--- config.mk ---
export PLATFORM = sky130hd
export DESIGN_NAME = fmf_front
export DESIGN_NICKNAME = d
export VERILOG_FILES = /design/src/design/assert_macros.svh /design/src/design/fmf_pkg.sv /design/src/design/fmf_front.sv
export SDC_FILE = /design/constraint.sdc
export NUM_CORES = 1
export LEC_CHECK = 0
export ABC_AREA = 1
export BUFFER_PORTS_ARGS = -buffer_cell sky130_fd_sc_hd__buf_2
export CAP_MARGIN = 10
export CORE_ASPECT_RATIO = 2
export CORE_UTILIZATION = 32
export CTS_BUF_LIST = sky130_fd_sc_hd__clkbuf_8
export DETAILED_ROUTE_END_ITERATION = 10
export SETUP_SLACK_MARGIN = 0.05
export SYNTH_ARGS = -nofsm -noshare
export SYNTH_HDL_FRONTEND = slang
export SYNTH_SLANG_ARGS = --single-unit
--- constraint.sdc ---
create_clock -name clk_i -period 10 [get_ports clk_i]
set_input_delay 1.5 -clock clk_i [delete_from_list [all_inputs] [get_ports clk_i]]
set_output_delay 1.5 -clock clk_i [all_outputs]
set_load 0.005 [all_outputs]
--- src/design/assert_macros.svh ---
// ----------------------------------------------------------------------------
// Assertion macros
// Shared wrappers for the concurrent checks of the frame mirror filter.
// ----------------------------------------------------------------------------
`ifndef ASSERT_MACROS_SVH
`define ASSERT_MACROS_SVH

// A property checked on every rising edge outside reset.
`define ASSERT_PROP(label, clk, rst_n, prop, msg) \
  label: assert property (@(posedge clk) disable iff (!rst_n) prop) else $error(msg);

// A condition that must never hold outside reset.
`define ASSERT_NEVER(label, clk, rst_n, expr, msg) \
  `ASSERT_PROP(label, clk, rst_n, !(expr), msg)

`endif

--- src/design/fmf_pkg.sv ---
// ----------------------------------------------------------------------------
// Frame mirror filter package
// Register map, mirror mode codes, field widths and the configuration struct.
// ----------------------------------------------------------------------------
`timescale 1ns / 1ps

package fmf_pkg;

  localparam int MAX_WIDTH_DEF  = 256;
  localparam int MAX_HEIGHT_DEF = 256;

  localparam int PIXEL_W    = 32;
  localparam int MODE_W     = 4;
  localparam int MASK_W     = 24;
  localparam int SIZE_W     = 9;
  localparam int CFG_IDX_W  = 2;
  localparam int CFG_DATA_W = 24;

  // Depth of the request queue between front and back, and of the output skid.
  localparam int QUEUE_DEPTH = 4;
  localparam int SKID_DEPTH  = 2;

  // Register indexes
  localparam logic [CFG_IDX_W-1:0] REG_MIRROR_MODE  = 2'd0;
  localparam logic [CFG_IDX_W-1:0] REG_XOR_MASK     = 2'd1;
  localparam logic [CFG_IDX_W-1:0] REG_FRAME_WIDTH  = 2'd2;
  localparam logic [CFG_IDX_W-1:0] REG_FRAME_HEIGHT = 2'd3;

  // Mirror modes; codes above MODE_TOP_RIGHT behave as MODE_NONE.
  localparam logic [MODE_W-1:0] MODE_NONE         = 4'd0;
  localparam logic [MODE_W-1:0] MODE_LEFT         = 4'd1;
  localparam logic [MODE_W-1:0] MODE_RIGHT        = 4'd2;
  localparam logic [MODE_W-1:0] MODE_BOTTOM       = 4'd3;
  localparam logic [MODE_W-1:0] MODE_BOTTOM_LEFT  = 4'd4;
  localparam logic [MODE_W-1:0] MODE_BOTTOM_RIGHT = 4'd5;
  localparam logic [MODE_W-1:0] MODE_TOP          = 4'd6;
  localparam logic [MODE_W-1:0] MODE_TOP_LEFT     = 4'd7;
  localparam logic [MODE_W-1:0] MODE_TOP_RIGHT    = 4'd8;

  localparam logic [MODE_W-1:0] RESET_MODE   = MODE_NONE;
  localparam logic [MASK_W-1:0] RESET_MASK   = '0;
  localparam logic [SIZE_W-1:0] RESET_WIDTH  = 9'd256;
  localparam logic [SIZE_W-1:0] RESET_HEIGHT = 9'd256;

  typedef struct packed {
    logic [MODE_W-1:0] mirror_mode;
    logic [MASK_W-1:0] xor_mask;
    logic [SIZE_W-1:0] frame_width;
    logic [SIZE_W-1:0] frame_height;
  } cfg_t;

endpackage

--- src/design/fmf_front.sv ---
// ----------------------------------------------------------------------------
// Frame mirror filter front end
// Tracks the raster position and bank, folds it by the mirror mode and queues
// one store request (write address, read address, pixel, frame end) per pixel.
// ----------------------------------------------------------------------------
`timescale 1ns / 1ps

module fmf_front import fmf_pkg::*; #(
  parameter int MaxWidth  = MAX_WIDTH_DEF,
  parameter int MaxHeight = MAX_HEIGHT_DEF,
  localparam int AW = 1 + $clog2(MaxWidth) + $clog2(MaxHeight),
  localparam int QW = 1 + PIXEL_W + 2 * AW
) (
  input  logic               clk_i,
  input  logic               rst_ni,
  input  cfg_t               cfg_i,
  input  logic               clearing_i,
  input  logic               in_valid_i,
  output logic               in_stall_o,
  input  logic [PIXEL_W-1:0] pixel_in_i,
  input  logic               frame_start_i,
  input  logic               q_full_i,
  output logic               q_push_o,
  output logic [QW-1:0]      q_data_o
);

  localparam int CW  = $clog2(MaxWidth);
  localparam int RW  = $clog2(MaxHeight);
  localparam int WW  = CW + 1;
  localparam int HW  = RW + 1;
  localparam int EWW = (WW > SIZE_W) ? WW : SIZE_W;
  localparam int EHW = (HW > SIZE_W) ? HW : SIZE_W;

  logic [CW-1:0] col_q, col_d;
  logic [RW-1:0] row_q, row_d;
  logic          bank_q, bank;

  logic [EWW-1:0] fw_e, w_e;
  logic [EHW-1:0] fh_e, h_e;
  logic [WW-1:0]  w, wm1, col0, col1, dbl_c, sx;
  logic [HW-1:0]  h, hm1, row0, row1, row2, dbl_r, sy, row_inc;
  logic           col_wrap, eol;
  logic           left, right, top, bottom;
  logic           frame_end;
  logic           in_fire;
  logic [AW-1:0]  wr_addr, rd_addr;

  // Sizes outside the legal range act as the nearest limit.
  assign fw_e = EWW'(cfg_i.frame_width);
  assign fh_e = EHW'(cfg_i.frame_height);
  assign w_e  = (fw_e < EWW'(2)) ? EWW'(2) :
                (fw_e > EWW'(MaxWidth)) ? EWW'(MaxWidth) : fw_e;
  assign h_e  = (fh_e < EHW'(2)) ? EHW'(2) :
                (fh_e > EHW'(MaxHeight)) ? EHW'(MaxHeight) : fh_e;
  assign w    = w_e[WW-1:0];
  assign h    = h_e[HW-1:0];
  assign wm1  = w - WW'(1);
  assign hm1  = h - HW'(1);

  assign left   = cfg_i.mirror_mode inside {MODE_LEFT, MODE_BOTTOM_LEFT, MODE_TOP_LEFT};
  assign right  = cfg_i.mirror_mode inside {MODE_RIGHT, MODE_BOTTOM_RIGHT, MODE_TOP_RIGHT};
  assign top    = cfg_i.mirror_mode inside {MODE_TOP, MODE_TOP_LEFT, MODE_TOP_RIGHT};
  assign bottom = cfg_i.mirror_mode inside {MODE_BOTTOM, MODE_BOTTOM_LEFT,
                                            MODE_BOTTOM_RIGHT};

  // A frame start swaps banks and restarts at the origin; a position left
  // beyond a shrunk frame is wrapped first.
  assign bank     = bank_q ^ frame_start_i;
  assign col0     = frame_start_i ? '0 : {1'b0, col_q};
  assign row0     = frame_start_i ? '0 : {1'b0, row_q};
  assign col_wrap = (col0 >= w);
  assign col1     = col_wrap ? '0 : col0;
  assign row1     = col_wrap ? row0 + HW'(1) : row0;
  assign row2     = (row1 >= h) ? '0 : row1;

  // Mirror fold: a position in the replaced half reads its partner, and an odd
  // middle line reads itself.
  assign dbl_c = {col1[CW-1:0], 1'b0};
  assign dbl_r = {row2[RW-1:0], 1'b0};
  assign sx = ((left && dbl_c > wm1) || (right && dbl_c < wm1)) ? wm1 - col1 : col1;
  assign sy = ((top && dbl_r > hm1) || (bottom && dbl_r < hm1)) ? hm1 - row2 : row2;

  assign eol       = (col1 == wm1);
  assign frame_end = eol && (row2 == hm1);

  assign wr_addr = {bank, row2[RW-1:0], col1[CW-1:0]};
  assign rd_addr = {~bank, sy[RW-1:0], sx[CW-1:0]};

  assign in_stall_o = clearing_i || q_full_i;
  assign in_fire    = in_valid_i && !in_stall_o;
  assign q_push_o   = in_fire;
  assign q_data_o   = {frame_end, pixel_in_i, wr_addr, rd_addr};

  assign row_inc = row2 + HW'(1);

  always_comb begin
    col_d = col_q;
    row_d = row_q;
    if (in_fire) begin
      if (eol) begin
        col_d = '0;
        row_d = (row_inc == h) ? '0 : row_inc[RW-1:0];
      end else begin
        col_d = col1[CW-1:0] + CW'(1);
        row_d = row2[RW-1:0];
      end
    end
  end

  always_ff @(posedge clk_i or negedge rst_ni) begin
    if (!rst_ni) begin
      col_q  <= '0;
      row_q  <= '0;
      bank_q <= 1'b0;
    end else begin
      col_q <= col_d;
      row_q <= row_d;
      if (in_fire) begin
        bank_q <= bank;
      end
    end
  end

endmodule

# Word level (Yosys, flattened, before mapping)
# Cells that the tools add are included.
[word_totals]
word_cells = 61
regBits = 17
out_inout_bits = 69
rom_bits = 0
inputBits = 84
ramBits = 0
latch_bits = 0
n_memories = 0
[classes]
add_sub_neg = 7
div = 0
n_mul = 0
bitwise = 2
eq_ne = 11
n_mux = 14
magnitude_cmp = 10
shifts = 0
n_reduce_logical = 14
[ops]
columns = ["operator", "count"]
rows = [
  ["8-bit two-way mux", 8],
  ["9-bit two-way mux", 6],
  ["9-bit equality test", 2],
  ["9-bit greater-than comparator", 2],
  ["9-bit greater-than comparator (second input constant)", 2],
  ["9-bit by 2-bit less-than comparator with 1-bit output (second input constant)", 2],
  ["9-bit less-than comparator", 2],
  ["9-bit by 1-bit subtractor with 9-bit output (second input constant)", 2],
  ["4-bit by 3-bit equality test with 1-bit output (second input constant)", 4],
  ["8-bit subtractor", 2],
  ["3-bit nonzero test", 4],
  ["8-bit by 1-bit adder with 9-bit output (second input constant)", 1],
  ["9-bit by 1-bit adder with 9-bit output (second input constant)", 1],
  ["8-bit by 9-bit equality test with 1-bit output", 1],
  ["8-bit by 9-bit >= comparator with 1-bit output", 1],
  ["9-bit >= comparator", 1],
  ["8-bit by 1-bit adder with 8-bit output (second input constant)", 1],
  ["4-bit by 2-bit equality test with 1-bit output (second input constant)", 2],
  ["1-bit logical AND", 6],
  ["4-bit by 1-bit equality test with 1-bit output (second input constant)", 1],
  ["4-bit equality test (second input constant)", 1],
  ["1-bit logical OR", 3],
  ["1-bit zero test", 1],
  ["1-bit inverter", 1],
  ["1-bit bitwise XOR", 1],
]

# Depth between registers and ports, before layout
[logic_depth]
depth_word = 11
mapped_depth = 43

# Worst setup path before layout
# No wires, ideal clock.
[synth_timing]
path_kind = "input to output"
from = "input port cfg_i[10] (netlist name)"
to = "output port q_data_o[10]"
stages = 35
n_path_buf = 1
slack_ns = 2.579
arrival_time_ns = 5.921
required_time_ns = 8.500
cell_sequence = "nor2_1 nand2_1 nor3_1 nand2_1 nand2_1 nand2_1 ha_1 nand2_1 inv_1 nand2_1 nand3_1 nand2_1 nand2_4 inv_1 nand2_1 nand2_2 inv_1 ha_1 nand2_1 inv_1 a21oi_1 nand3_1 nor2_2 nand3_1 inv_1 ha_1 a21oi_1 o21ai_0 nand2_1 o211ai_1 a311o_1 nand3_1 clkbuf_1 nand2_1 o21ai_0"
[synth_via]
elab_chain_len = 11
[synth_lines]
columns = ["item", "line_no", "rtl"]
rows = [
  ["start: declaration", "fmf_front.sv:16", "input cfg_t cfg_i,"],
  ["9-bit greater-than comparator", "fmf_front.sv:52", "(fw_e > EWW'(MaxWidth)) ? EWW'(MaxWidth) : fw_e;"],
  ["9-bit two-way mux", "fmf_front.sv:52", ""],
  ["9-bit two-way mux (*)", "fmf_front.sv:51", "assign w_e = (fw_e < EWW'(2)) ? EWW'(2) :"],
  ["8-bit by 9-bit >= comparator with 1-bit output (*)", "fmf_front.sv:71", "assign col_wrap = (col0 >= w);"],
  ["9-bit two-way mux (*)", "fmf_front.sv:73", "assign row1 = col_wrap ? row0 + HW'(1) : row0;"],
  ["9-bit >= comparator", "fmf_front.sv:74", "assign row2 = (row1 >= h) ? '0 : row1;"],
  ["9-bit two-way mux (*)", "fmf_front.sv:74", ""],
  ["via q_data_o[28]", "fmf_front.sv:24", "output logic [QW-1:0] q_data_o"],
  ["9-bit greater-than comparator or 9-bit less-than comparator (tied branches)", "fmf_front.sv:81", "assign sy = ((top && dbl_r > hm1) || (bottom && dbl_r < hm1)) ? hm1 - row2 : row2;"],
  ["1-bit logical AND", "fmf_front.sv:81", ""],
  ["1-bit logical OR (*)", "fmf_front.sv:81", ""],
  ["8-bit two-way mux (*)", "fmf_front.sv:81", ""],
  ["end: declaration", "fmf_front.sv:24", ""],
]
# The timed path passes the listed nets; every way through them passes the cells marked *.

# Final worst setup path
[layout_timing]
from = "input port cfg_i[10] (netlist name)"
to = "output port q_data_o[9]"
[layout_via]
elab_chain_len = 11
[layout_lines]
columns = ["item", "line_no"]
rows = [
  ["9-bit greater-than comparator", "fmf_front.sv:52"],
  ["9-bit two-way mux", "fmf_front.sv:52"],
  ["9-bit two-way mux (*)", "fmf_front.sv:51"],
  ["8-bit by 9-bit >= comparator with 1-bit output (*)", "fmf_front.sv:71"],
  ["9-bit two-way mux (*)", "fmf_front.sv:73"],
  ["9-bit >= comparator", "fmf_front.sv:74"],
  ["9-bit two-way mux (*)", "fmf_front.sv:74"],
  ["9-bit greater-than comparator or 9-bit less-than comparator (tied branches)", "fmf_front.sv:81"],
  ["1-bit logical AND", "fmf_front.sv:81"],
  ["1-bit logical OR", "fmf_front.sv:81"],
  ["8-bit two-way mux (*)", "fmf_front.sv:81"],
]
# Every way passes the cells marked *; elsewhere a longest branch is shown, timed or not.

==> flow_metrics.py <==
metrics = {
    "worst_setup_path": {
        "crit_path_max_incr_delay_ps": 340,
        "arrival_ps": 7460,
        "r2r_start": "col_q[4]$_DFFE_PN0P_",
        "r2r_slack_ps": 4620,
        "crit_path_top_delay_cell": "nor2_2",
        "startpoint": "cfg_i[10]",
        "crit_type": "input port to primary output",
        "reg2regPathDepth": 33,
        "required_ps": 8500,
        "crit_path_end": "q_data_o[9]",
        "startpoint_type": "input port",
        "crit_path_max_fanout": 13,
        "crit_path_end_kind": "primary output",
        "r2r-end": "row_q[1]$_DFFE_PN0P_",
    },
    "finish": {
        "area_growth_pct": 6.45,
        "layout_common_cells": "nand2_1 (177), inv_1 (115), nor2_1 (78)",
        "drive_gt1_frac": 0.127,
        "diodes": 0,
        "final_common_cell": "nand2_1",
        "post-route-util": 0.349,
        "finish.net_count": 864,
    },
    "clock_tree": {
        "clkLatencyLatePin_ps": 240,
        "postCtsSetupRepairBufs": 0,
        "clockBufferDepth": 2,
        "cts.clk_slew.worst_paths_ps": 60,
        "clock_sinks": 17,
        "holdBufCountCts": 0,
        "post_cts_resized": 0,
        "cts_root_buffer": "clkbuf_8",
        "cts_tree": "built",
        "cts_htree_levels": 1,
        "cts_buffers": 3,
    },
    "sta": {
        "setup_viol": 0,
        "grt_setup_unrepaired": "false",
        "period_share": 0.896,
        "clock_skew_ps": 3.98,
        "hold_slack_ps": 499,
        "setup_ws_ps": 1040,
        "fin_crit_ps": 8960,
        "tightest_slew_ps": 862,
        "slew_headroom": 0.421,
        "setup_tns_ps": 0,
        "final_hold_viol_count": 0,
        "slew_violations": 0,
        "fmax_mhz": 112,
    },
    "flow_run": {
        "cap_viol_max_count": 0,
    },
    "floorplanning": {
        "core_um2": 12600,
        "ios": 153,
        "die_x_um": 82.2,
        "die_height_um": 162,
        "rows": 58,
        "die_area_um2": 13300,
        "start_util": 0.327,
    },
    "detailed_routing": {
        "ant_nets": 0,
        "first_pass_iters": 4,
        "drc": 0,
        "drt-total-wl_um": 12200,
        "routedWlPerCell_um": 14.0,
        "vias_per_cell": 4.92,
        "vias": 4308,
        "drtIter0Drc": 234,
    },
    "status": {
        "status": "finished clean",
    },
    "logic_synthesis": {
        "synth_area_per_cell_um2": 5.89,
        "synth_nets": 836,
        "ys_seq_area_frac": 0.103,
        "yosysWarnings": 0,
        "synth_cell_types": 41,
        "syn_inst": 698,
        "ys_ff_latch": 17,
        "syn_area_um2": 4110,
    },
    "global_routing": {
        "grt_pass1_vias": 4231,
        "track_usage": 0.190,
        "gr-usage-met2": 0.390,
        "groute.layer.met1.usage": 0.173,
        "globalRouteMet3Util": 0.0135,
        "grt_pass1_wl_um": 19500,
        "antenna_found_initial": 0,
        "grt_max_degree": 19,
        "overflow": 0,
        "grt.busiest_layer": "met2",
    },
    "pwr": {
        "ir_drop_uv": 60.8,
        "powerDensity_nw_per_um2": 147,
        "p_leak_nw": 2.47,
    },
    "hold_path": {
        "min_path_type": "register to register",
    },
    "placed_design": {
        "place_ws_ps": 1080,
        "hpwl_um": 10700,
        "place_congestion": 0.904,
        "portBuffers": 64,
    },
}
[stage by stage]
stage	instances	total power, mW	instance area, µm²
floorplan	698	0.454	4110
global placement	871	0.597	4330
detailed placement	871	0.599	4330
CTS	875	0.650	4380
global route	875	0.724	4380
finish	875	0.645	4380
[cells in the mapped netlist, drive strengths merged]
master  number  area, µm²
clkbuf       4       15.0
a311o        1       10.0
fa           2       40.0
nand3       60        310
o21ai       29        149
and2         1       6.26
ha          52        651
or2          3       18.8
nor2        84        330
xor2        25        219
nand4       11       83.8
o211ai       1       7.51
o22ai        7       43.8
dfrtp       17        425
and3         1       6.26
o21bai       1       7.51
nand2      184        713
xnor2        3       26.3
clkinv       1       3.75
nor3         9       50.1
nor4         7       43.8
o21a         1       7.51
nand3b       4       30.0
o221ai       1       8.76
inv        116        435
nor3b        1       7.51
a21oi       34        181
buf         38        280
[report_power, final]
part | leakage, nW | switching (mW) | internal (mW)
registers | 0.216 | 0.0113 | 0.0827
logic | 2.23 | 0.320 | 0.183
clock network | 0.0269 | 0.0202 | 0.0271
total | 2.47 | 0.352 | 0.293
[worst max-delay path, delay by kind of cell]
| kind | cells | cell delay (ps) |
|---|---|---|
| adders and majority gates | 3 | 850 |
| AOI/OAI and AO/OA | 7 | 1240 |
| buffers and inverters | 8 | 1250 |
| and+or+nand+nor | 17 | 2600 |
[layout make-up]
class	count	area, µm²
repair buffers	65	328
clock inverters	1	3.75
well taps	150	188
multi-input cells	522	2950
clock buffers	3	41.3
flip-flops and latches	17	425
inverters	117	439
fillers	1451	8180
[flip-flops by register name (all words and copies together), names as in the netlist]
register	cells
col_q	8
row_q	8
bank_q	1
[worst min-delay path by stage]
stage,from,depth (start not counted),slack (ps),endpoint
after floorplan,col_q[0]$_DFFE_PN0P_,2,450,col_q[0]$_DFFE_PN0P_
after global placement,col_q[0]$_DFFE_PN0P_,2,480,col_q[0]$_DFFE_PN0P_
after detailed placement,row_q[0]$_DFFE_PN0P_,2,490,row_q[0]$_DFFE_PN0P_
after CTS,row_q[0]$_DFFE_PN0P_,2,500,row_q[0]$_DFFE_PN0P_
after global routing,bank_q$_DFFE_PN0P_,2,530,bank_q$_DFFE_PN0P_
final,row_q[0]$_DFFE_PN0P_,2,500,row_q[0]$_DFFE_PN0P_
[logic make-up after synthesis]
family,share of synthesized area
and+or+nand+nor,0.389
xor gates and xnor gates,0.0596
adders and majority gates,0.168
DFF,0.103
AOI/OAI and AO/OA,0.101
buffers and inverters,0.179
[metal layers]
layer  vias to the layer above  share of wire
met1                      1920           0.35
met5                         -              0
li1                       2258              -
met3                        40          0.027
met2                        90           0.57
met4                         0          0.053
No activity file was read; power rests on OpenSTA's default activity.
