$ cat src/design/assert_macros.svh
// ----------------------------------------------------------------------------
// Assertion macros
// Shared wrappers for the concurrent checks of the frame mirror filter.
// ----------------------------------------------------------------------------
`ifndef ASSERT_MACROS_SVH
`define ASSERT_MACROS_SVH

// A property checked on every rising edge outside reset.
`define ASSERT_PROP(label, clk, rst_n, prop, msg) \
  label: assert property (@(posedge clk) disable iff (!rst_n) prop) else $error(msg);

// A condition that must never hold outside reset.
`define ASSERT_NEVER(label, clk, rst_n, expr, msg) \
  `ASSERT_PROP(label, clk, rst_n, !(expr), msg)

`endif

$ cat src/design/fmf_fifo.sv
// ----------------------------------------------------------------------------
// Small FIFO
// Register-based queue with simultaneous push and pop and a fill count.
// ----------------------------------------------------------------------------
`timescale 1ns / 1ps

module fmf_fifo #(
  parameter int Width = 8,
  parameter int Depth = 4
) (
  input  logic                       clk_i,
  input  logic                       rst_ni,
  input  logic                       push_i,
  input  logic [Width-1:0]           wdata_i,
  input  logic                       pop_i,
  output logic [Width-1:0]           rdata_o,
  output logic                       empty_o,
  output logic                       full_o,
  output logic [$clog2(Depth+1)-1:0] count_o
);

  localparam int PW = $clog2(Depth);
  localparam int NW = $clog2(Depth + 1);

  logic [Width-1:0] mem_q [Depth];
  logic [PW-1:0]    wr_ptr_q, wr_ptr_d;
  logic [PW-1:0]    rd_ptr_q, rd_ptr_d;
  logic [NW-1:0]    cnt_q, cnt_d;

  always_comb begin
    wr_ptr_d = wr_ptr_q;
    rd_ptr_d = rd_ptr_q;
    cnt_d    = cnt_q;
    if (push_i) begin
      wr_ptr_d = (wr_ptr_q == PW'(Depth - 1)) ? '0 : wr_ptr_q + PW'(1);
    end
    if (pop_i) begin
      rd_ptr_d = (rd_ptr_q == PW'(Depth - 1)) ? '0 : rd_ptr_q + PW'(1);
    end
    if (push_i && !pop_i) begin
      cnt_d = cnt_q + NW'(1);
    end else if (pop_i && !push_i) begin
      cnt_d = cnt_q - NW'(1);
    end
  end

  always_ff @(posedge clk_i or negedge rst_ni) begin
    if (!rst_ni) begin
      wr_ptr_q <= '0;
      rd_ptr_q <= '0;
      cnt_q    <= '0;
    end else begin
      wr_ptr_q <= wr_ptr_d;
      rd_ptr_q <= rd_ptr_d;
      cnt_q    <= cnt_d;
    end
  end

  always_ff @(posedge clk_i) begin
    if (push_i) begin
      mem_q[wr_ptr_q] <= wdata_i;
    end
  end

  assign rdata_o = mem_q[rd_ptr_q];
  assign empty_o = (cnt_q == '0);
  assign full_o  = (cnt_q == NW'(Depth));
  assign count_o = cnt_q;

endmodule

$ cat config.mk
export PLATFORM = sky130hd
export DESIGN_NAME = fmf_fifo
export DESIGN_NICKNAME = d
export VERILOG_FILES = /design/src/design/assert_macros.svh /design/src/design/fmf_fifo.sv
export SDC_FILE = /design/constraint.sdc
export NUM_CORES = 1
export LEC_CHECK = 0
export CAP_MARGIN = 10
export CORE_AREA = 2 2 55 57
export CTS_BUF_LIST = sky130_fd_sc_hd__clkbuf_16
export CTS_CLUSTER_DIAMETER = 60
export DETAILED_ROUTE_END_ITERATION = 16
export DIE_AREA = 0 0 57 59
export DONT_BUFFER_PORTS = 1
export GPL_TIMING_DRIVEN = 0
export PLACE_DENSITY = 0.72
export REMOVE_ABC_BUFFERS = 1
export SETUP_SLACK_MARGIN = 0.4
export SLEW_MARGIN = 20
export SYNTH_ARGS = -nofsm -noshare
export SYNTH_HDL_FRONTEND = slang
export SYNTH_SLANG_ARGS = --single-unit
export TNS_END_PERCENT = 50
$ cat constraint.sdc
create_clock -name clk_i -period 1.6 [get_ports clk_i]
set_input_delay 0.24 -clock clk_i [delete_from_list [all_inputs] [get_ports clk_i]]
set_output_delay 0.24 -clock clk_i [all_outputs]
set_load 0.02 [all_outputs]
# Word level (Yosys, flattened, before mapping)
# Memories as Yosys holds them, arrays and structs flattened.
# Cells that the tools add are included.
dict set report classes {
  div 0
  eq_ne 3
  add_sub_neg 4
  magnitude_cmp 0
  shifts 0
  n_mux 6
  n_reduce_logical 6
  multipliers 0
  bitwise 0
}
# op n
set op_table {}
lappend op_table {{two-way mux 3 bit} 2}
lappend op_table {{adder 2 x 1 -> 2 bit (second input constant)} 2}
lappend op_table {{equality test 2 bit (second input constant)} 2}
lappend op_table {{two-way mux 2 bit} 2}
lappend op_table {{adder 3 x 1 -> 3 bit (second input constant)} 1}
lappend op_table {{equality test 3 bit (second input constant)} 1}
lappend op_table {{zero test 3 bit} 1}
lappend op_table {{subtractor 3 x 1 -> 3 bit (second input constant)} 1}
lappend op_table {{logical AND 1 bit} 2}
lappend op_table {{zero test 1 bit} 2}
lappend op_table {{two-way mux 1 bit} 2}
lappend op_table {{nonzero test 2 bit} 1}
dict set report word_totals {
  out_inout_bits 13
  input_bits 12
  latchBits 0
  wordCells 23
  ff_bits 7
  ramBits 32
  memories 1
  romBits 0
}
# name depth word_bits read_ports rd_clocked_by_memory_dff write_ports line_no
set memory_table {}
lappend memory_table {mem_q 4 8 1 0 1 fmf_fifo.sv:25} ;# logic [Width-1:0] mem_q [Depth];

# Longest topological paths before layout
# Gate-level depths: netlist (run 1).
dict set report depth {
  ltp_word 4
  mapped_depth 7
  ltp_nobuf 7
}

# Least setup slack after synthesis (run 1)
# No wires, ideal clock.
dict set report synth_path {
  path_kind {flip-flop to flip-flop}
  start {register cnt_q[0] (netlist: count_o[0])}
  end {register cnt_q[2] (netlist: count_o[2])}
  stages_incl_launch_ff 5
  t_arrival_ps 1322
  path_buffers 0
  setup_time_ps 80
  synth_period_minus_slack_ps 1401
  path_slack_ps 199
  required_time_ps 1520
  path_cell_list {dfrtp_1 -> fa_1 -> xor2_1 -> nor2_1 -> xor2_1}
}
dict set report synth_between {
  elab_chain_len 3
  word_cells_on_any_way 4
  cone_classes {2 x add/sub; 2 x mux}
}
# element line_no
set synth_rtl {}
lappend synth_rtl {{from (decl)} fmf_fifo.sv:28} ;# logic [NW-1:0] cnt_q, cnt_d;
lappend synth_rtl {{from (signal assigned)} fmf_fifo.sv:55} ;# cnt_q <= cnt_d;
lappend synth_rtl {{subtractor 3 x 1 -> 3 bit} fmf_fifo.sv:43} ;# cnt_d = cnt_q - NW'(1);
lappend synth_rtl {{two-way mux 3 bit} fmf_fifo.sv:42} ;# end else if (pop_i && !push_i) begin
lappend synth_rtl {{two-way mux 3 bit (*)} fmf_fifo.sv:40} ;# if (push_i && !pop_i) begin
# Mark *: on every way between the ends. The rest lies on a longest branch, timed or not. The select of a mux whose other input is x is not followed.
# A chain may end at the register's enable or synchronous reset.

# Worst setup path after layout (run 1)
dict set report layout_path {
  start {register rd_ptr_q[0]}
  end {output port rdata_o[1]}
}
dict set report layout_between {
  elab_chain_len 1
}
# element line_no
set layout_rtl {}
lappend layout_rtl {{from (decl)} fmf_fifo.sv:27} ;# logic [PW-1:0] rd_ptr_q, rd_ptr_d;
lappend layout_rtl {{from (signal assigned)} fmf_fifo.sv:54} ;# rd_ptr_q <= rd_ptr_d;
lappend layout_rtl {{memory read (4 x 8 bit)} -}
lappend layout_rtl {{to (decl)} fmf_fifo.sv:16} ;# output logic [Width-1:0] rdata_o,
# No other way between the ends.

==> impl_summary.txt, run 1 <==
----------------------------------------------------
[Cells and area]
  # diodes ... 0
  Commonest non-fill, non-tap cell in the layout ... edfxtp_1
  Non-filler instance count after layout ... 121
  Layout net count ... 108
  Number of filler cells placed in the layout ... 176
  Fraction of layout instances using a drive strength above 1 ... 0.389
  Synthesis-to-layout area growth ... 15.9%
  Leading cell types in the layout, fill and taps excluded ... edfxtp_1, mux4_2, ha_1

[Timing]
  Final setup slack of the worst path ... -0.0359 ns
  Worst hold slack across all endpoints ... 0.0546 ns
  Final-report setup violation count ... 8
  Worst slew margin ... 0.772
  Number of pins exceeding their max-slew limit in the final report ... 0
  Period utilization ... 1.02
  Worst clock skew ... 0.00309 ns
  Endpoints failing hold ... 0
  Fin crit period ... 1.64 ns
  Slew of the pin with the lowest slew margin ... 0.341 ns
  Max frequency ... 0.611 GHz
  Unrepaired setup endpoints after global routing ... yes

[Floorplan]
  Initial core utilization ... 0.579
  Placement Rows ... 19
  Die width ... 57 microns
  I/O pin count ... 25
  Core region area ... 0.00271 sq mm
  DIE HEIGHT ... 59 microns
  Die Footprint ... 0.00336 sq mm

[Power]
  Power density over the cells ... 1940 mW/mm^2
  Lkg Pwr ... 0.660 nW
  Maximum vdd drop ... 0.00147 V
  Total chip power ... 0.00354 W

[Setup path]
  Delay of the slowest critical-path stage ... 0.58 ns
  Arrival @ worst endpoint ... 1.40 ns
  Launching element type of the critical path ... flip-flop
  Crit-path max FO ... 5
  Buffer and inverter count on the worst path ... 1
  Critical path's top delay family ... multiplexers
  Data required, critical path ... 1.36 ns
  Crit. End Element ... output pin
  Library cell contributing the largest single delay on the critical path ... mux4_2
  Worst setup path class ... reg -> out
  Worst-path cell chain ... buf_4, mux4_2

[CTS]
  Maximum buffer depth of the clock tree ... 2
  Clock sink total ... 39
  Root buf cell ... clkbuf_16
  Level count of the clock H-tree ... 2
  CTS clk-pin slew, worst paths ... 0.05 ns
  Clock insertion delay at the later pin of the skew report ... 0.28 ns
  Cts bufs inserted ... 5
  Clock tree from TritonCTS ... built

[Drt]
  Vias ... 686
  Routed via count divided by cell count ... 5.67
  Remaining antenna violation count after routing ... 0
  Routed wire length ... 2480 microns
  WL per Instance ... 20.5 microns
  Post-detailed-route DRC marker count ... 0
  Length of the first detailed-routing pass in iterations ... 4
  Iter 0 DRT Violations ... 10

[GRT]
  Global route overflow ... 0
  Overall fraction of global-route tracks in use ... 0.171
  Maximum number of pins on one net before global-route repair ... 12
  Vias in the first global route ... 738
  Global-route wire length before repair ... 3800 microns
  Antenna violations before repair ... 0

[Synth]
  Part of the Yosys area used for sequential elements ... 0.724
  Yosys warning total ... 0
  Gate count of the mapped netlist ... 79
  Mean area per synthesized cell ... 19.9 sq um
  Flip-flop and latch count after synthesis ... 39
  Cell area after synthesis ... 0.00157 sq mm
  Synth unique cells ... 18

[Place]
  Post-placement cell count ... 108
  Placer congestion estimate ... 0.624
  Half-perimeter wire length after placement ... 1510 microns
  Buffers on Ports ... 0

[Status]
  Violated checks ... negative setup slack
  Outcome ... finished, violations left

[Worst hold path]
  Classification of the worst-slack hold path ... in -> reg

[Flow run]
  Max-cap violations ... 0

----------------------------------------------------
-- cells by family after synthesis --
family	synth area share
DFF	0.724
muxes	0.136
and+or+nand+nor	0.0343
buffers and inverters	0.0223
adders and majority gates	0.0606
xor gates and xnor gates	0.0167
AOI/OAI and AO/OA	0.00637
-- state kept, by name (all words and copies together) (netlist names) --
register and cells:
rd_ptr_q 2, mem_q 32, count_o 3, wr_ptr_q 2
-- metal layers --
metal / wire [microns] / track usage / vias to the layer above / share of wire
met3: 180 / 0.0808 / 7 / 0.073
met5: 0 / 0 / - / 0
li1: - / - / 320 / -
met1: 882 / 0.180 / 339 / 0.36
met4: 61 / 0.0997 / 0 / 0.025
met2: 1360 / 0.282 / 20 / 0.55
-- final cells by class --
cell class,instances,area (sq um),area share
Sequential cell,39,1140,0.628
Multi-Input combinational cell,33,438,0.241
Clock buffer,5,125,0.0688
Timing Repair Buffer,5,43.8,0.0241
Tap cell,31,38.8,0.0213
Inverter,5,18.8,0.0103
Clock inverter,3,12.5,0.00688
-- per-stage QoR --
stage          area [sq um]  TNS, ns  utilization  worst slack [ns]
6_report               1820   -0.150        0.671           -0.0359
5_1_grt                1820   -0.444        0.671           -0.0683
4_1_cts                1810  -0.0856        0.668           -0.0210
3_5_place_dp           1590   -0.209        0.588           -0.0292
3_3_place_gp           1590   -0.196        0.588           -0.0309
2_1_floorplan          1550        0            -             0.111
-- report_power, final --
group          leakage [nW]  switching (W)  internal (W)
Sequential            0.372       0.000264       0.00135
Combinational         0.212       0.000525      0.000488
Clock                0.0762       0.000350      0.000562
-- worst paths after layout --
kind / from / endpoint / slack [ns] / cells past startpoint
setup reg to reg: count_o[0] / count_o[1] / 0.19 / 2
max in group asynchronous: rst_ni / count_o[0] / 1.03 / 1
setup / recovery: rd_ptr_q[0] / rdata_o[1] / -0.04 / 2
hold reg to reg: wr_ptr_q[1] / wr_ptr_q[1] / 0.61 / 2
hold / removal: wdata_i[1] / mem_q[2][1] / 0.05 / 0
min in group asynchronous: rst_ni / wr_ptr_q[0] / 0.30 / 1
-- synth_stat cells --
cell type,count,share of area
o21ai_0,2,0.0064
buf_2,1,0.0032
inv_1,5,0.012
nand3_1,1,0.0032
and2_1,4,0.016
mux4_2,8,0.11
dfrtp_1,7,0.11
fa_1,1,0.013
ha_1,6,0.048
nor3_1,1,0.0032
xnor2_1,1,0.0056
nand2_1,1,0.0024
xor2_1,2,0.011
buf_6,1,0.0072
nor3b_1,1,0.0048
nor2_1,2,0.0048
edfxtp_1,32,0.61
mux2_2,3,0.022
-- timing repair --
item | in CTS | in global routing
pin swaps | 4 | 1
endpoints found under the hold margin | 7 | 0
endpoints found under the setup margin | 46 | 38
resized for setup | 20 | 3
setup buffers | 3 | 1
hold buffers | 1 | 0
(Power assumes the default switching activity.)
==> inputs of run 2 (changes only) <==
Settings changed: MAX_ROUTING_LAYER from default to met4, SETUP_SLACK_MARGIN 0.4 to 0.2.
==> impl_summary.txt, run 2 (same netlist as run 1, synthesis figures left out) <==
----------------------------------------------------
[Place]
  Worst setup slack after placement ... -0.0292 ns (unchanged)
  Placer congestion estimate ... 0.629 (+0.77%)
  Placed Instance Area ... 0.00159 sq mm (unchanged)
  Half-perimeter wire length after placement ... 1510 microns (unchanged)
  Buffers on Ports ... 0 (unchanged)

[Timing]
  Worst slew margin ... 0.713 (-0.0597)
  Unrepaired setup endpoints after global routing ... yes
  Number of pins exceeding their max-slew limit in the final report ... 0 (unchanged)
  Slew of the pin with the lowest slew margin ... 0.431 ns (+0.0907 ns)
  Period utilization ... 1.02 (-0.00628)
  Max frequency ... 0.615 GHz (+0.62%)
  Fin crit period ... 1.63 ns (-0.0100 ns)
  Final setup slack of the worst path ... -0.0259 ns (+0.0100 ns)
  Endpoints failing hold ... 0 (unchanged)
  Final-report setup violation count ... 8 (unchanged)
  Worst clock skew ... 0.00310 ns (+0.00000866 ns)

[Cells and area]
  Number of flip-flops under the largest register name ... 32 (unchanged)
  Number of filler cells placed in the layout ... 177 (+0.57%)
  Post-Route Utilization ... 0.670 (-0.00138)
  Fin area ... 0.00182 sq mm (-0.21%)
  Total area of multi-input combinational cells ... 432 sq um (-1.4%)
  Commonest non-fill, non-tap cell in the layout ... edfxtp_1
  Total area of sequential cells ... 0.00114 sq mm (-0.11%)
  # diodes ... 0 (unchanged)
  Register ranked first by flip-flop count ... mem_q
  Synthesis-to-layout area growth ... 15.6%
  Fraction of layout instances using a drive strength above 1 ... 0.344 (-0.0444)
  Leading cell types in the layout, fill and taps excluded ... edfxtp_1, mux4_2, inv_1, ha_1, clkbuf_16
  Layout net count ... 108 (unchanged)

[GRT]
  Met2 track utilization from global routing ... 0.276 (-0.00657)
  Global-route wire length before repair ... 3870 microns (+2.0%)
  Global route overflow ... 0 (unchanged)
  Most crowded layer after global routing ... met2
  Maximum number of pins on one net before global-route repair ... 12 (unchanged)
  Antenna violations before repair ... 0 (unchanged)
  Overall fraction of global-route tracks in use ... 0.179 (+0.00834)
  Vias in the first global route ... 745 (+0.95%)
  GR Layer Usage met1 ... 0.193 (+0.0124)
  Met3 Resource Use GR ... 0.0808 (unchanged)

[Setup path]
  Launching element type of the critical path ... flip-flop
  Data required, critical path ... 1.36 ns (about the same)
  Capturing element of the worst setup path ... rdata_o[5]
  Register-to-Register Path Depth ... 5 (+3)
  Arrival @ worst endpoint ... 1.39 ns (about the same)
  Worst setup path class ... reg -> out
  Crit-path max FO ... 5 (unchanged)
  Worst reg-to-reg setup slack ... 0.13 ns (-0.06 ns)
  Worst Setup SP ... rd_ptr_q[0]
  Crit. End Element ... output pin
  Reg2Reg Capture Point ... rd_ptr_q[1]
  Worst flop-to-flop path startpoint ... rd_ptr_q[0]

[Floorplan]
  Placement Rows ... 19 (unchanged)
  Core region area ... 0.00271 sq mm (unchanged)
  I/O pin count ... 25 (unchanged)
  Die Footprint ... 0.00336 sq mm (unchanged)
  Die width ... 57 microns (unchanged)
  Initial core utilization ... 0.579 (unchanged)
  DIE HEIGHT ... 59 microns (unchanged)

[CTS]
  CTS clk-pin slew, worst paths ... 0.05 ns (about the same)
  Maximum buffer depth of the clock tree ... 2 (unchanged)
  Root buf cell ... clkbuf_16
  Cts bufs inserted ... 5 (unchanged)
  Clock sink total ... 39 (unchanged)
  Clock tree from TritonCTS ... built
  Level count of the clock H-tree ... 2 (unchanged)
  Clock insertion delay at the later pin of the skew report ... 0.28 ns (about the same)

[Status]
  Violated checks ... negative setup slack
  Outcome ... finished, violations left

[Power]
  Switching part of the total power ... 0.324 (+0.00260)
  Lkg Pwr ... 0.660 nW (about the same)
  Power density over the cells ... 1950 mW/mm^2 (+0.11%)
  Sequential power share ... 0.457 (about the same)
  Power share of the combinational group ... 0.284 (-0.002)
  Cell internal power dissipation ... 0.00239 W (-0.48%)
  Fraction of power consumed by the clock network ... 0.259 (about the same)
  Reported net switching power ... 0.00115 W (+0.71%)
  Maximum vdd drop ... 0.00149 V (+1.5%)

[Drt]
  Post-detailed-route DRC marker count ... 0 (unchanged)
  Vias ... 704 (+2.6%)
  WL per Instance ... 20.9 microns (+2.1%)
  Routed via count divided by cell count ... 5.82 (+2.6%)
  Routed wire length ... 2530 microns (+2.1%)
  Iter 0 DRT Violations ... 9 (-1)
  Length of the first detailed-routing pass in iterations ... 4 (unchanged)
  Remaining antenna violation count after routing ... 0 (unchanged)

[Flow run]
  Max-cap violations ... 0 (unchanged)

[Worst hold path]
  Classification of the worst-slack hold path ... in -> reg

----------------------------------------------------
run 2: cell count changes in the layout (fill, tap and decap cells not counted):
cell     delta
and2_2      +3
and2_1      +1
and2_4      -4
inv_1       +2
dfrtp_2     -1
dfrtp_1     +1
buf_4       -1
inv_2       -2
buf_6       +1
run 2: area by class of cell:
| class | count | share of cell area |
|---|---|---|
| Timing Repair Buffer | 5 | 0.0262 |
| Tap cell | 31 | 0.0214 |
| Clock buffer | 5 | 0.0689 |
| Sequential cell | 39 | 0.629 |
| Inverter | 5 | 0.0103 |
| Multi-Input combinational cell | 33 | 0.238 |
| Clock inverter | 3 | 0.00689 |
run 2: worst max-delay path, cell delays in order, from the launching register on:
cell and delay, ns:
dfrtp_2 0.38, buf_6 0.14, mux4_2 0.58
run 2: what timing repair did:
action                     CTS  global route
pin swaps                    1             3
setup endpoints to repair   38            11
hold buffers                 1             0
buffers inserted             3             1
hold endpoints to repair     7             0
resized for setup           14             2
run 2: worst min-delay path by stage:
stage                from           to  slack (ns)  cells after the start
2_1_floorplan      rst_ni   count_o[0]       -0.06                      0
3_3_place_gp       rst_ni  wr_ptr_q[0]       -0.06                      0
6_report       wdata_i[1]  mem_q[2][1]        0.05                      0
3_5_place_dp       rst_ni  wr_ptr_q[0]       -0.06                      0
4_1_cts        wdata_i[7]  mem_q[2][7]        0.05                      0
5_1_grt        wdata_i[6]  mem_q[2][6]        0.04                      0
run 2: routing by layer:
metal	part of all wire	routed length, microns	vias to the layer above
met5	0	0	-
met4	0.024	62	0
met3	0.067	170	7
met2	0.54	1370	22
met1	0.37	929	356
li1	-	-	319
run 2: power groups by stage:
stage	logic, W	registers (W)	clock network (W)
2_1_floorplan	0.000700	0.00157	0
3_3_place_gp	0.000769	0.00162	0
3_5_place_dp	0.000796	0.00164	0
4_1_cts	0.000971	0.00160	0.000932
5_1_grt	0.00109	0.00164	0.000972
6_report	0.00101	0.00162	0.000914
run 2: through the flow:
stage               cells  setup TNS, ns  total power (W)  hold WS (ns)
floorplan              77              0          0.00227       -0.0556
global placement      108         -0.196          0.00239       -0.0554
detailed placement    108         -0.209          0.00244       -0.0554
CTS                   120        -0.0857          0.00350        0.0490
global route          121         -0.407          0.00370        0.0427
finish                121         -0.103          0.00353        0.0540
==> inputs of run 3 (changes only) <==
Settings changed: CORE_AREA 2 2 55 57 to 3 3 53 60, DIE_AREA 0 0 57 59 to 0 0 56 63, HOLD_SLACK_MARGIN from default to 0.06, PLACE_DENSITY 0.72 to 0.74.
==> impl_summary.txt, run 3 (same netlist as run 1, synthesis figures left out) <==
----------------------------------------------------
[Setup path]
  Delay of the slowest critical-path stage ... 0.58 ns (about the same)
  Data required, critical path ... 1.36 ns (about the same)
  Buffer and inverter count on the worst path ... 1 (unchanged)
  Arrival @ worst endpoint ... 1.37 ns (-0.02 ns)
  Worst reg-to-reg setup slack ... 0.19 ns (+0.06 ns)
  Library cell contributing the largest single delay on the critical path ... mux4_2
  Worst-path cell chain ... buf_4, mux4_2
  Crit-path max FO ... 4 (-1)
  Crit. End Element ... output pin
  Register-to-Register Path Depth ... 2 (-3)
  Worst setup path class ... reg -> out
  Launching element type of the critical path ... flip-flop
  Critical path's top delay family ... multiplexers
  Critical path depth ... 2 (unchanged)

[Drt]
  Length of the first detailed-routing pass in iterations ... 4 (unchanged)
  Routed wire length ... 2430 microns (-3.8%)
  Vias ... 731 (+3.8%)
  Routed via count divided by cell count ... 5.58 (-4.1%)
  Iter 0 DRT Violations ... 30 (+21)
  Remaining antenna violation count after routing ... 0 (unchanged)
  Post-detailed-route DRC marker count ... 0 (unchanged)
  WL per Instance ... 18.6 microns (-11%)

[Place]
  Worst setup slack after placement ... -0.0600 ns (-0.0308 ns)
  Placer congestion estimate ... 0.606 (-3.6%)
  Half-perimeter wire length after placement ... 1590 microns (+4.8%)
  Buffers on Ports ... 0 (unchanged)

[Power]
  Maximum vdd drop ... 0.00114 V (-23%)
  Total chip power ... 0.00351 W (-0.74%)
  Power density over the cells ... 1850 mW/mm^2 (-4.9%)
  Lkg Pwr ... 0.685 nW (+3.9%)

[Timing]
  Final-report setup violation count ... 5 (-3)
  Number of pins exceeding their max-slew limit in the final report ... 0 (unchanged)
  Final setup slack of the worst path ... -0.0115 ns (+0.0144 ns)
  Worst clock skew ... 0.00355 ns (+0.000448 ns)
  Unrepaired setup endpoints after global routing ... yes
  Worst hold slack across all endpoints ... 0.0700 ns (+0.0160 ns)
  Endpoints failing hold ... 0 (unchanged)
  Period utilization ... 1.01 (-0.00901)
  Total negative setup slack ... -0.0364 ns (+0.0661 ns)
  Worst slew margin ... 0.696 (-0.0164)
  Max frequency ... 0.621 GHz (+0.89%)
  Fin crit period ... 1.61 ns (-0.0144 ns)
  Slew of the pin with the lowest slew margin ... 0.456 ns (+0.0246 ns)

[GRT]
  Antenna violations before repair ... 0 (unchanged)
  Global route overflow ... 0 (unchanged)
  Maximum number of pins on one net before global-route repair ... 12 (unchanged)
  Global-route wire length before repair ... 4130 microns (+6.8%)
  Vias in the first global route ... 861 (+16%)
  Overall fraction of global-route tracks in use ... 0.171 (-0.00851)

[Cells and area]
  Number of filler cells placed in the layout ... 176 (-0.56%)
  Total area of sequential cells ... 0.00114 sq mm (unchanged)
  Total area of multi-input combinational cells ... 432 sq um (unchanged)
  Post-Route Utilization ... 0.701 (+0.0315)
  Register ranked first by flip-flop count ... mem_q
  Commonest non-fill, non-tap cell in the layout ... edfxtp_1
  Layout net count ... 116 (+7.4%)
  # diodes ... 0 (unchanged)
  Number of flip-flops under the largest register name ... 32 (unchanged)
  Leading cell types in the layout, fill and taps excluded ... edfxtp_1, dlygate4sd3_1, mux4_2, inv_1, ha_1
  Synthesis-to-layout area growth ... 20.7%
  Fraction of layout instances using a drive strength above 1 ... 0.296 (-0.0485)

[Floorplan]
  Core region area ... 0.00270 sq mm (-0.28%)
  Die width ... 56 microns (-1.8%)
  Initial core utilization ... 0.581 (+0.00161)
  Die Footprint ... 0.00353 sq mm (+4.9%)
  I/O pin count ... 25 (unchanged)
  DIE HEIGHT ... 63 microns (+6.8%)
  Placement Rows ... 20 (+1)

[Worst hold path]
  Classification of the worst-slack hold path ... in -> reg
  Number of cells on the worst hold path ... 1 (+1)

[Status]
  Outcome ... finished, violations left
  Violated checks ... negative setup slack

[CTS]
  Clock sink total ... 39 (unchanged)
  Maximum buffer depth of the clock tree ... 2 (unchanged)
  Level count of the clock H-tree ... 2 (unchanged)
  Root buf cell ... clkbuf_16
  Clock insertion delay at the later pin of the skew report ... 0.28 ns (about the same)
  Clock tree from TritonCTS ... built
  Cts bufs inserted ... 5 (unchanged)
  CTS clk-pin slew, worst paths ... 0.05 ns (about the same)

[Flow run]
  Max-cap violations ... 0 (unchanged)

----------------------------------------------------
-- run 3: cell types whose count changed in the layout (fill, tap and decap cells not counted), sizes merged --
| cell | change |
|---|---|
| buf | -1 |
| clkinv | +1 |
| dlygate4sd3 | +9 |
| inv | -1 |
-- run 3: report_power, final --
part           switching, W  internal [W]  total [W]
registers          0.000256       0.00135    0.00160
clock network      0.000331      0.000559   0.000890
logic              0.000537      0.000477    0.00101
-- run 3: metrics by stage --
stage,std cells,instance area [sq um]
finish,131,1900
global route,131,1900
CTS,131,1890
detailed placement,110,1600
global placement,110,1600
floorplan,77,1550
-- run 3: what timing repair did --
| item | CTS | global route |
|---|---|---|
| buffers inserted | 3 | 0 |
| endpoints found under the hold margin | 40 | 0 |
| resized for setup | 13 | 2 |
| hold buffers | 10 | 0 |
| pin swaps | 2 | 0 |
| setup endpoints to repair | 26 | 18 |
-- run 3: routing by layer --
metal / track usage / vias to the layer above / part of all wire
met5: - / - / 0
met4: 0.0979 / 0 / 0.028
met3: 0.0764 / 5 / 0.064
met2: 0.270 / 22 / 0.53
met1: 0.174 / 369 / 0.37
li1: - / 335 / -
-- run 3: path summary, 6_finish.rpt --
path / start / to
min in group asynchronous: rst_ni / wr_ptr_q[0]
worst max register to register: count_o[0] / count_o[1]
worst min-delay path: push_i / wr_ptr_q[0]
max in group asynchronous: rst_ni / rd_ptr_q[0]
worst max-delay path: rd_ptr_q[0] / rdata_o[0]
worst min register to register: count_o[2] / count_o[2]
-- run 3: final cells by class --
type	count	area share
Clock buffer	5	0.0660
Clock inverter	3	0.00594
Tap cell	33	0.0218
Inverter	5	0.00990
Multi-Input combinational cell	33	0.228
Sequential cell	39	0.602
Timing Repair Buffer	13	0.0667
-- run 3: worst register-to-register path: stages, from the launching register on --
cell	delay (ns)
dfrtp_2	0.52
fa_2	0.50
mux2_4	0.28
